File: config.mk
export PLATFORM = sky130hd
export DESIGN_NAME = hsv_to_rgb_convert
export DESIGN_NICKNAME = d
export VERILOG_FILES = /design/src/rtl/h2r_pkg.sv /design/src/rtl/hsv_to_rgb_convert.sv /design/src/rtl/h2r_frac_scale.sv
export SDC_FILE = /design/constraint.sdc
export NUM_CORES = 2
export LEC_CHECK = 0
export BUFFER_PORTS_ARGS = -buffer_cell sky130_fd_sc_hd__buf_2
export CORE_UTILIZATION = 45
export DETAILED_ROUTE_END_ITERATION = 12
export PLACE_DENSITY_LB_ADDON = 0.08
export SLEW_MARGIN = 20
export SYNTH_ARGS = -nofsm -noshare
export SYNTH_HDL_FRONTEND = slang
export SYNTH_SLANG_ARGS = --single-unit
File: constraint.sdc
create_clock -name clk -period 5.9 [get_ports clk]
set_input_delay 0.295 -clock clk [delete_from_list [all_inputs] [get_ports clk]]
set_output_delay 0.295 -clock clk [all_outputs]
set_load 0.01 [all_outputs]
File: src/rtl/h2r_pkg.sv
// h2r_pkg: shared types and constants for the HSV to RGB conversion pipeline.
// No dependencies; imported by h2r_frac_scale and hsv_to_rgb_convert.

package h2r_pkg;

    localparam int HUE_BITS = 16;
    localparam int REM_BITS = 12;

    localparam logic [HUE_BITS-1:0] HUE_SECTOR = 16'd3840;
    localparam logic [HUE_BITS-1:0] HUE_FULL   = 16'd23040;

    typedef logic [2:0]          sector_t;
    typedef logic [REM_BITS-1:0] rem_t;

    localparam sector_t SEC_RED     = 3'd0;
    localparam sector_t SEC_YELLOW  = 3'd1;
    localparam sector_t SEC_GREEN   = 3'd2;
    localparam sector_t SEC_CYAN    = 3'd3;
    localparam sector_t SEC_BLUE    = 3'd4;
    localparam sector_t SEC_MAGENTA = 3'd5;

    // per-stage load enables for the scaling pipeline
    typedef struct packed {
        logic round;
        logic recip;
        logic fix;
    } adv_t;

endpackage

File: src/rtl/hsv_to_rgb_convert.sv
// hsv_to_rgb_convert: six-stage HSV to RGB pixel pipeline.
// Each transaction passes stage 1 (sector, v*s), stage 2 (p), stages 3 to 5 (q, t) and stage 6 (output).
// Throughput: one transaction per cycle; bubbles collapse while the output stalls.
// Reset clears the stage valid bits only; payload registers are not reset.
// Depends on h2r_pkg and h2r_frac_scale.

module hsv_to_rgb_convert
    import h2r_pkg::*;
#(
    parameter int CHANNEL_BITS = 16
)
(
    input  logic                    clk,
    input  logic                    rst_n,
    input  logic                    hsv_valid,
    output logic                    hsv_stall,
    input  logic [HUE_BITS-1:0]     hue,
    input  logic [CHANNEL_BITS-1:0] saturation,
    input  logic [CHANNEL_BITS-1:0] brightness,
    output logic                    rgb_valid,
    input  logic                    rgb_stall,
    output logic [CHANNEL_BITS-1:0] red,
    output logic [CHANNEL_BITS-1:0] green,
    output logic [CHANNEL_BITS-1:0] blue
);

    localparam int CB     = CHANNEL_BITS;
    localparam int PW     = 2*CB + REM_BITS;
    localparam int STAGES = 6;

    localparam logic [2*CB-1:0] ONE_M1 = (2*CB)'((64'd1 << CB) - 64'd1);

    logic [STAGES:1] vld_reg;
    logic [STAGES:1] vld_next;
    logic [STAGES:1] rdy;
    adv_t            adv;

    // stage 1
    logic [HUE_BITS-1:0] hue_w;
    logic [HUE_BITS-1:0] base;
    sector_t             sec_next;
    rem_t                rem_next;
    rem_t                remt_next;
    logic [2*CB-1:0]     vs_next;
    sector_t             sec1_reg;
    rem_t                rem1_reg;
    rem_t                remt1_reg;
    logic [2*CB-1:0]     vs1_reg;
    logic [CB-1:0]       v1_reg;

    // stage 2
    logic [2*CB-1:0]     vs_ceil;
    logic [CB-1:0]       p_next;
    logic [PW-1:0]       nq_next;
    logic [PW-1:0]       nt_next;
    sector_t             sec2_reg;
    logic [CB-1:0]       v2_reg;
    logic [CB-1:0]       p2_reg;
    logic [PW-1:0]       nq2_reg;
    logic [PW-1:0]       nt2_reg;

    // stages 3 to 5 side band
    sector_t             sec3_reg;
    sector_t             sec4_reg;
    sector_t             sec5_reg;
    logic [CB-1:0]       v3_reg;
    logic [CB-1:0]       v4_reg;
    logic [CB-1:0]       v5_reg;
    logic [CB-1:0]       p3_reg;
    logic [CB-1:0]       p4_reg;
    logic [CB-1:0]       p5_reg;
    logic [CB-1:0]       q5;
    logic [CB-1:0]       t5;

    // stage 6
    logic [CB-1:0]       red_next;
    logic [CB-1:0]       green_next;
    logic [CB-1:0]       blue_next;
    logic [CB-1:0]       red_reg;
    logic [CB-1:0]       green_reg;
    logic [CB-1:0]       blue_reg;

    // flow control: a stage loads when it is empty or the next stage loads
    always_comb
    begin
        rdy[STAGES] = !vld_reg[STAGES] || !rgb_stall;
        for (int i = STAGES - 1; i >= 1; i--)
        begin
            rdy[i] = !vld_reg[i] || rdy[i+1];
        end
    end

    assign vld_next = {vld_reg[STAGES-1:1], hsv_valid};
    assign hsv_stall = !rdy[1];
    assign adv = '{round: rdy[3], recip: rdy[4], fix: rdy[5]};

    always_ff @(posedge clk or negedge rst_n)
    begin
        if (!rst_n)
        begin
            vld_reg <= '0;
        end
        else
        begin
            for (int i = 1; i <= STAGES; i++)
            begin
                if (rdy[i])
                begin
                    vld_reg[i] <= vld_next[i];
                end
            end
        end
    end

    // stage 1: sector split and v*s
    always_comb
    begin
        hue_w = (hue >= HUE_FULL) ? '0 : hue;
        priority if (hue_w >= HUE_SECTOR * 16'd5)
        begin
            sec_next = SEC_MAGENTA;
            base     = HUE_SECTOR * 16'd5;
        end
        else if (hue_w >= HUE_SECTOR * 16'd4)
        begin
            sec_next = SEC_BLUE;
            base     = HUE_SECTOR * 16'd4;
        end
        else if (hue_w >= HUE_SECTOR * 16'd3)
        begin
            sec_next = SEC_CYAN;
            base     = HUE_SECTOR * 16'd3;
        end
        else if (hue_w >= HUE_SECTOR * 16'd2)
        begin
            sec_next = SEC_GREEN;
            base     = HUE_SECTOR * 16'd2;
        end
        else if (hue_w >= HUE_SECTOR)
        begin
            sec_next = SEC_YELLOW;
            base     = HUE_SECTOR;
        end
        else
        begin
            sec_next = SEC_RED;
            base     = '0;
        end
        rem_next  = REM_BITS'(hue_w - base);
        remt_next = REM_BITS'(HUE_SECTOR - HUE_BITS'(rem_next));
    end

    assign vs_next = (2*CB)'(brightness) * (2*CB)'(saturation);

    always_ff @(posedge clk)
    begin
        if (rdy[1])
        begin
            sec1_reg  <= sec_next;
            rem1_reg  <= rem_next;
            remt1_reg <= remt_next;
            vs1_reg   <= vs_next;
            v1_reg    <= brightness;
        end
    end

    // stage 2: p = v - ceil(v*s / 2^CB), and v*s*f numerators for q and t
    assign vs_ceil = (vs1_reg + ONE_M1) >> CB;
    assign p_next  = v1_reg - vs_ceil[CB-1:0];
    assign nq_next = PW'(vs1_reg) * PW'(rem1_reg);
    assign nt_next = PW'(vs1_reg) * PW'(remt1_reg);

    always_ff @(posedge clk)
    begin
        if (rdy[2])
        begin
            sec2_reg <= sec1_reg;
            v2_reg   <= v1_reg;
            p2_reg   <= p_next;
            nq2_reg  <= nq_next;
            nt2_reg  <= nt_next;
        end
    end

    // stages 3 to 5
    h2r_frac_scale #(.CHANNEL_BITS(CB)) u_scale_q
    (
        .clk    (clk),
        .adv    (adv),
        .prod   (nq2_reg),
        .v      (v2_reg),
        .result (q5)
    );

    h2r_frac_scale #(.CHANNEL_BITS(CB)) u_scale_t
    (
        .clk    (clk),
        .adv    (adv),
        .prod   (nt2_reg),
        .v      (v2_reg),
        .result (t5)
    );

    always_ff @(posedge clk)
    begin
        if (rdy[3])
        begin
            sec3_reg <= sec2_reg;
            v3_reg   <= v2_reg;
            p3_reg   <= p2_reg;
        end
        if (rdy[4])
        begin
            sec4_reg <= sec3_reg;
            v4_reg   <= v3_reg;
            p4_reg   <= p3_reg;
        end
        if (rdy[5])
        begin
            sec5_reg <= sec4_reg;
            v5_reg   <= v4_reg;
            p5_reg   <= p4_reg;
        end
    end

    // stage 6: permutation by sector
    always_comb
    begin
        unique case (sec5_reg)
            SEC_RED:
            begin
                red_next = v5_reg;  green_next = t5;     blue_next = p5_reg;
            end
            SEC_YELLOW:
            begin
                red_next = q5;      green_next = v5_reg; blue_next = p5_reg;
            end
            SEC_GREEN:
            begin
                red_next = p5_reg;  green_next = v5_reg; blue_next = t5;
            end
            SEC_CYAN:
            begin
                red_next = p5_reg;  green_next = q5;     blue_next = v5_reg;
            end
            SEC_BLUE:
            begin
                red_next = t5;      green_next = p5_reg; blue_next = v5_reg;
            end
            default:
            begin
                red_next = v5_reg;  green_next = p5_reg; blue_next = q5;
            end
        endcase
    end

    always_ff @(posedge clk)
    begin
        if (rdy[6])
        begin
            red_reg   <= red_next;
            green_reg <= green_next;
            blue_reg  <= blue_next;
        end
    end

    assign rgb_valid = vld_reg[STAGES];
    assign red       = red_reg;
    assign green     = green_reg;
    assign blue      = blue_reg;

endmodule

File: src/rtl/h2r_frac_scale.sv
// h2r_frac_scale: three-stage unit giving v - ceil(prod / (2^CB * 3840)).
// Division by 3840 is a shift by 8 plus a reciprocal multiply by 1/15 with
// one correction step. Depends on h2r_pkg.

module h2r_frac_scale
    import h2r_pkg::*;
#(
    parameter int CHANNEL_BITS = 16
)
(
    input  logic                                clk,
    input  adv_t                                adv,
    input  logic [2*CHANNEL_BITS+REM_BITS-1:0] prod,
    input  logic [CHANNEL_BITS-1:0]            v,
    output logic [CHANNEL_BITS-1:0]            result
);

    localparam int CB = CHANNEL_BITS;
    localparam int PW = 2*CB + REM_BITS;
    localparam int SW = PW + 1;
    localparam int YW = CB + 5;
    localparam int ZW = CB + 1;
    localparam int RW = CB + 2;
    localparam int SH = CB + 8;

    localparam logic [SW-1:0] BIAS  = SW'((64'd15 << SH) - 64'd1);
    localparam logic [RW-1:0] RECIP = RW'((64'd1 << YW) / 64'd15);

    logic [SW-1:0]    biased;
    logic [YW-1:0]    y_next;
    logic [YW-1:0]    y_reg;
    logic [CB-1:0]    v1_reg;

    logic [YW+RW-1:0] recip_prod;
    logic [ZW-1:0]    z0_next;
    logic [ZW-1:0]    z0_reg;
    logic [YW-1:0]    y2_reg;
    logic [CB-1:0]    v2_reg;

    logic [YW-1:0]    fifteen_z;
    logic [YW-1:0]    resid;
    logic [ZW-1:0]    z_fix;
    logic [CB-1:0]    result_next;
    logic [CB-1:0]    result_reg;

    // ceil(prod / (15 * 2^SH)) = floor(floor((prod + bias) / 2^SH) / 15)
    assign biased = {1'b0, prod} + BIAS;
    assign y_next = biased[SW-1:SH];

    always_ff @(posedge clk)
    begin
        if (adv.round)
        begin
            y_reg  <= y_next;
            v1_reg <= v;
        end
    end

    assign recip_prod = (YW+RW)'(y_reg) * (YW+RW)'(RECIP);
    assign z0_next    = recip_prod[YW+ZW-1:YW];

    always_ff @(posedge clk)
    begin
        if (adv.recip)
        begin
            z0_reg <= z0_next;
            y2_reg <= y_reg;
            v2_reg <= v1_reg;
        end
    end

    // estimate is low by at most one
    assign fifteen_z   = {z0_reg, 4'b0000} - {4'b0000, z0_reg};
    assign resid       = y2_reg - fifteen_z;
    assign z_fix       = (resid >= YW'(15)) ? z0_reg + ZW'(1) : z0_reg;
    assign result_next = v2_reg - z_fix[CB-1:0];

    always_ff @(posedge clk)
    begin
        if (adv.fix)
        begin
            result_reg <= result_next;
        end
    end

    assign result = result_reg;

endmodule

==> reports/results.env <==
TRITONCTS='built'
IO_PINS=102
SYNTH-ADDER-AREA-SHARE_PCT=40.5
WORST_PIN_SLEW_PS=1140
PLACEMENT_ROWS=135
FINAL_HOLD_VIOL_COUNT=0
INITIALDRTVIOLATIONCOUNT=2108
WP_DATA_REQUIRED_PS=6340
GRT_PASS1_VIAS=45800
FINAL.SETUP.TNS_PS=-1850
POST-PLACE-WS_PS=-558
SYNTH_MUX_AREA_SHARE_PCT=1.56
CHIPHEIGHT_UM=372
CTS-HTREE-LEVELS=2
SYNTHESIS.NETS=7688
WORSTSETUPENDPOINTTYPE='register'
HOLDPATHSTAGES=2
SLEW_VIOLATIONS=0
CTS.SINKS=505
FIN_SKEW_PS=41.5
TIMING.CRITICAL_PATH.FROM_TYPE='register'
MAXCLOCKFREQUENCY_MHz=164
HOLDCRITPATHCLASS='in2reg'
LAYOUTNONFILLERINSTCOUNT=8643
SYNTHESIS.AREA_PER_INSTANCE_UM2=9.96
YOSYS_WARNINGS=0
TIMING.FINAL.CRIT_PERIOD_PS=6110
DR_TOTAL_VIAS=43800
GR_OVERFLOW_TOTAL=0
DIEAREA_UM2=138000
FIN_WS_PS=-206
DIE-WIDTH_UM=372
NNETSFINAL=8326
CRITICALPATHCATEGORY='reg2reg'
CORE-AREA_UM2=135000
POST-PLACE-CELLS=8462
REPORT.FINAL.SETUP_VIOL=14
GRT_ANTENNA_BEFORE_REPAIR=3
CELL_VARIETY_AFTER_SYNTH=82
CLK_LATENCY_PS=690
RSZ0062_AT_GRT='true'
SYNTH-SEQ-CELLS=505
PORT_BUFFERS=101
WL_PER_INSTANCE_UM=18.1
LAYOUT_CELLS_SIZED_ABOVE_1_PCT=17.0
FINAL_ANTENNA_NET_COUNT=0
GPL.FINAL_WEIGHTED_CONGESTION=0.892
DRTPASS1ITERATIONS=5
DETAILED_PLACE_HPWL_MM=128
FINAL_UTIL_PCT=53.5
FLOORPLAN.INITIALDENSITY_PCT=45.4
POST_SYNTH_AND_OR_NAND_NOR_AREA_FRACTION_PCT=13.1
TIMING.FINAL.CRIT_SHARE_PCT=103
TOTALWIRELENGTH_MM=156
TIMING.MAX_SLEW.REL_SLACK_PCT=24.0
CTS_BUFFERS=59
CRIT_FANOUT=3
CRITICAL_PATH_ARRIVAL_PS=6550
POST_SYNTH_EDFFS=499
GLOBAL_ROUTE_WIRE_LENGTH_BEFORE_REPAIR_MM=249
GRT.TOTAL_USAGE_PCT=23.1
SYNTH_XOR_XNOR_AREA_SHARE_PCT=4.11
LARGEST_REGISTER_FFS=44
AREA.GROWTH.SYNTH_TO_FINAL_PCT=17.8
SYNTH_AREA_UM2=61500
CTS.PATH.MAX_BUFFERS=3
POST-ROUTE-DRC-COUNT=0
YS_DOMINANT_REG_CELL='sky130_fd_sc_hd__edfxtp_1'
POST_SYNTH_INST_COUNT=6173
OUTCOME='finished, violations left'
VIOLATIONS='negative setup slack'
AVGVIACOUNTPERCELL=5.07
YS_ASYNC_RST_SHARE_PCT=1.19
REG2REGPATHDEPTH=23
PART_OF_THE_YOSYS_AREA_USED_FOR_SEQUENTIAL_ELEMENTS_PCT=24.6
SYNTH_COMPOUND_GATE_AREA_SHARE_PCT=7.23
CTS.ROOT.BUFFER_CELL='sky130_fd_sc_hd__clkbuf_16'
MAXCAPVIOLCOUNT=0
PIN_COUNT_OF_THE_BIGGEST_NET_ENTERING_GLOBAL_ROUTING=75
PATH_CLK_SLEW_PS=70
COMBINATIONAL_FAMILY_WITH_THE_MOST_AREA_AFTER_SYNTHESIS='adder cells'
FILL_CELLS=12400
cells in the final DEF (no fill, tap or decap), types with 25 or more instances in the layout:
| cell type | instances |
|---|---|
| sky130_fd_sc_hd__nand4_1 | 36 |
| sky130_fd_sc_hd__and2_1 | 381 |
| sky130_fd_sc_hd__mux2i_1 | 54 |
| sky130_fd_sc_hd__nor2b_1 | 39 |
| sky130_fd_sc_hd__o21a_1 | 32 |
| sky130_fd_sc_hd__a21o_1 | 85 |
| sky130_fd_sc_hd__a21oi_1 | 166 |
| sky130_fd_sc_hd__edfxtp_1 | 499 |
| sky130_fd_sc_hd__buf_6 | 52 |
| sky130_fd_sc_hd__buf_4 | 624 |
| sky130_fd_sc_hd__o21ai_0 | 109 |
| sky130_fd_sc_hd__fa_1 | 865 |
| sky130_fd_sc_hd__buf_2 | 101 |
| sky130_fd_sc_hd__mux2_2 | 35 |
| sky130_fd_sc_hd__nor2_1 | 166 |
| sky130_fd_sc_hd__ha_1 | 558 |
| sky130_fd_sc_hd__ha_4 | 25 |
| sky130_fd_sc_hd__a211oi_1 | 29 |
| sky130_fd_sc_hd__nor3_1 | 43 |
| sky130_fd_sc_hd__nand2b_1 | 41 |
| sky130_fd_sc_hd__clkbuf_16 | 59 |
| sky130_fd_sc_hd__xor2_1 | 81 |
| sky130_fd_sc_hd__a21oi_2 | 28 |
| sky130_fd_sc_hd__nand3_1 | 71 |
| sky130_fd_sc_hd__xnor2_1 | 193 |
| sky130_fd_sc_hd__inv_1 | 1211 |
| sky130_fd_sc_hd__nand2_1 | 767 |
| sky130_fd_sc_hd__nor4_1 | 27 |
Yosys cell counts (all sizes together), types with 5 or more instances:
library cell  count  share of area (%)
inv            1228                7.5
a211oi           38               0.47
a21boi           10               0.12
and4              8               0.11
nand2b           41               0.42
o211ai           14               0.17
o2111ai           8               0.11
buf              10              0.079
o311ai            5              0.083
nor2            174                1.1
nand2           773                4.7
o21a             33               0.40
xnor2           203                2.9
ha              587                 12
nand4            36               0.37
or3               9              0.092
o22ai            25               0.25
nor3             47               0.38
fa              876                 29
o211a             5              0.081
dfrtp             6               0.24
nor3b             5              0.061
xor2             82                1.2
a211o            12               0.17
a31oi            19               0.19
nand3            77               0.63
nor2b            41               0.42
and3             17               0.17
clkbuf          219                1.3
o21bai           23               0.28
a21o             85                1.0
or2               7              0.071
o31a              6              0.085
mux2i            54               0.88
o31ai            12               0.15
edfxtp          499                 24
nor4             33               0.35
a31o              9               0.13
mux2             37               0.68
o41ai             8               0.14
a41oi             5              0.071
o21ai           146                1.2
a21oi           200                1.6
and2            391                4.0
stage by stage:
stage / hold slack [ps] / cell area (µm²)
CTS: 24.9 / 71500
global placement: 145 / 68500
detailed placement: 150 / 68500
floorplan: -0.591 / 61600
finish: 91.5 / 72400
global route: 60.6 / 72400
worst paths after layout:
check / startpoint / slack (ps) / end
worst max-delay path: remt1_reg[8]$_DFFE_PN_ / -210 / nt2_reg[36]$_DFFE_PP_
worst min-delay path: brightness[7] / 90 / v1_reg[7]$_DFFE_PN_
worst max register to register: remt1_reg[8]$_DFFE_PN_ / -210 / nt2_reg[36]$_DFFE_PP_
worst min register to register: p3_reg[6]$_DFFE_PP_ / 410 / p4_reg[6]$_DFFE_PP_
max in group asynchronous: rst_n / 4970 / vld_reg[6]$_DFFE_PN0P_
min in group asynchronous: rst_n / 650 / vld_reg[2]$_DFFE_PN0P_
timing repair:
| action | in CTS | in global routing |
|---|---|---|
| gates resized for setup | 168 | 156 |
| pin swaps | 104 | 97 |
| gates cloned | 0 | 1 |
| hold endpoints to repair | 11 | 0 |
| setup endpoints to repair | 44 | 40 |
| buffers inserted | 41 | 27 |
| hold buffers | 7 | 0 |
cells by family (layout without fill, tap and decap cells):
family | after synthesis | in the layout
other | 0 | 1
flip-flops | 505 | 505
multiplexers | 91 | 91
AND/OR/NAND/NOR | 1679 | 1679
XOR/XNOR | 286 | 286
adder cells (fa/ha/maj) | 1463 | 1463
buffers and inverters | 1457 | 2145
AO/OA/AOI/OAI | 692 | 692
worst max-delay path, cell delays in order, from the launching register on:
cell and delay [ps]:
sky130_fd_sc_hd__edfxtp_1 460, sky130_fd_sc_hd__buf_6 160, sky130_fd_sc_hd__and2_4 150, sky130_fd_sc_hd__fa_1 490, sky130_fd_sc_hd__inv_2 40, sky130_fd_sc_hd__fa_1 540
sky130_fd_sc_hd__inv_1 50, sky130_fd_sc_hd__fa_1 470, sky130_fd_sc_hd__inv_1 50, sky130_fd_sc_hd__fa_1 490, sky130_fd_sc_hd__inv_2 50, sky130_fd_sc_hd__fa_1 560
sky130_fd_sc_hd__ha_4 230, sky130_fd_sc_hd__a211oi_4 260, sky130_fd_sc_hd__o21bai_2 100, sky130_fd_sc_hd__or3b_4 410, sky130_fd_sc_hd__o21ai_4 190, sky130_fd_sc_hd__a21oi_2 100
sky130_fd_sc_hd__o211ai_1 180, sky130_fd_sc_hd__buf_4 160, sky130_fd_sc_hd__a41oi_4 120, sky130_fd_sc_hd__a311o_1 300, sky130_fd_sc_hd__a21o_1 190, sky130_fd_sc_hd__xor2_1 130
routing by layer:
| layer | vias up | track usage, % | part of all wire [%] |
|---|---|---|---|
| met1 | 21800 | 30.3 | 43 |
| met3 | 234 | 2.92 | 4.2 |
| li1 | 21000 | - | - |
| met2 | 779 | 39.3 | 49 |
| met4 | 2 | 7.99 | 3.8 |
| met5 | - | 0 | 0.0077 |
layout make-up:
cell class / instances / area (µm²) / share of cell area, %
inverter: 1228 / 4610 / 6.37
clock inverter: 40 / 387 / 0.534
clock buffer: 71 / 1530 / 2.11
tap: 1781 / 2230 / 3.08
timing repair buffer: 806 / 6290 / 8.68
multi-input combinational: 4211 / 42200 / 58.3
sequential: 505 / 15100 / 20.9
antenna: 1 / 2.50 / 0.00346
Power is not shown: default switching activity piles up to over one toggle a cycle in this logic, so the estimate is an artifact.
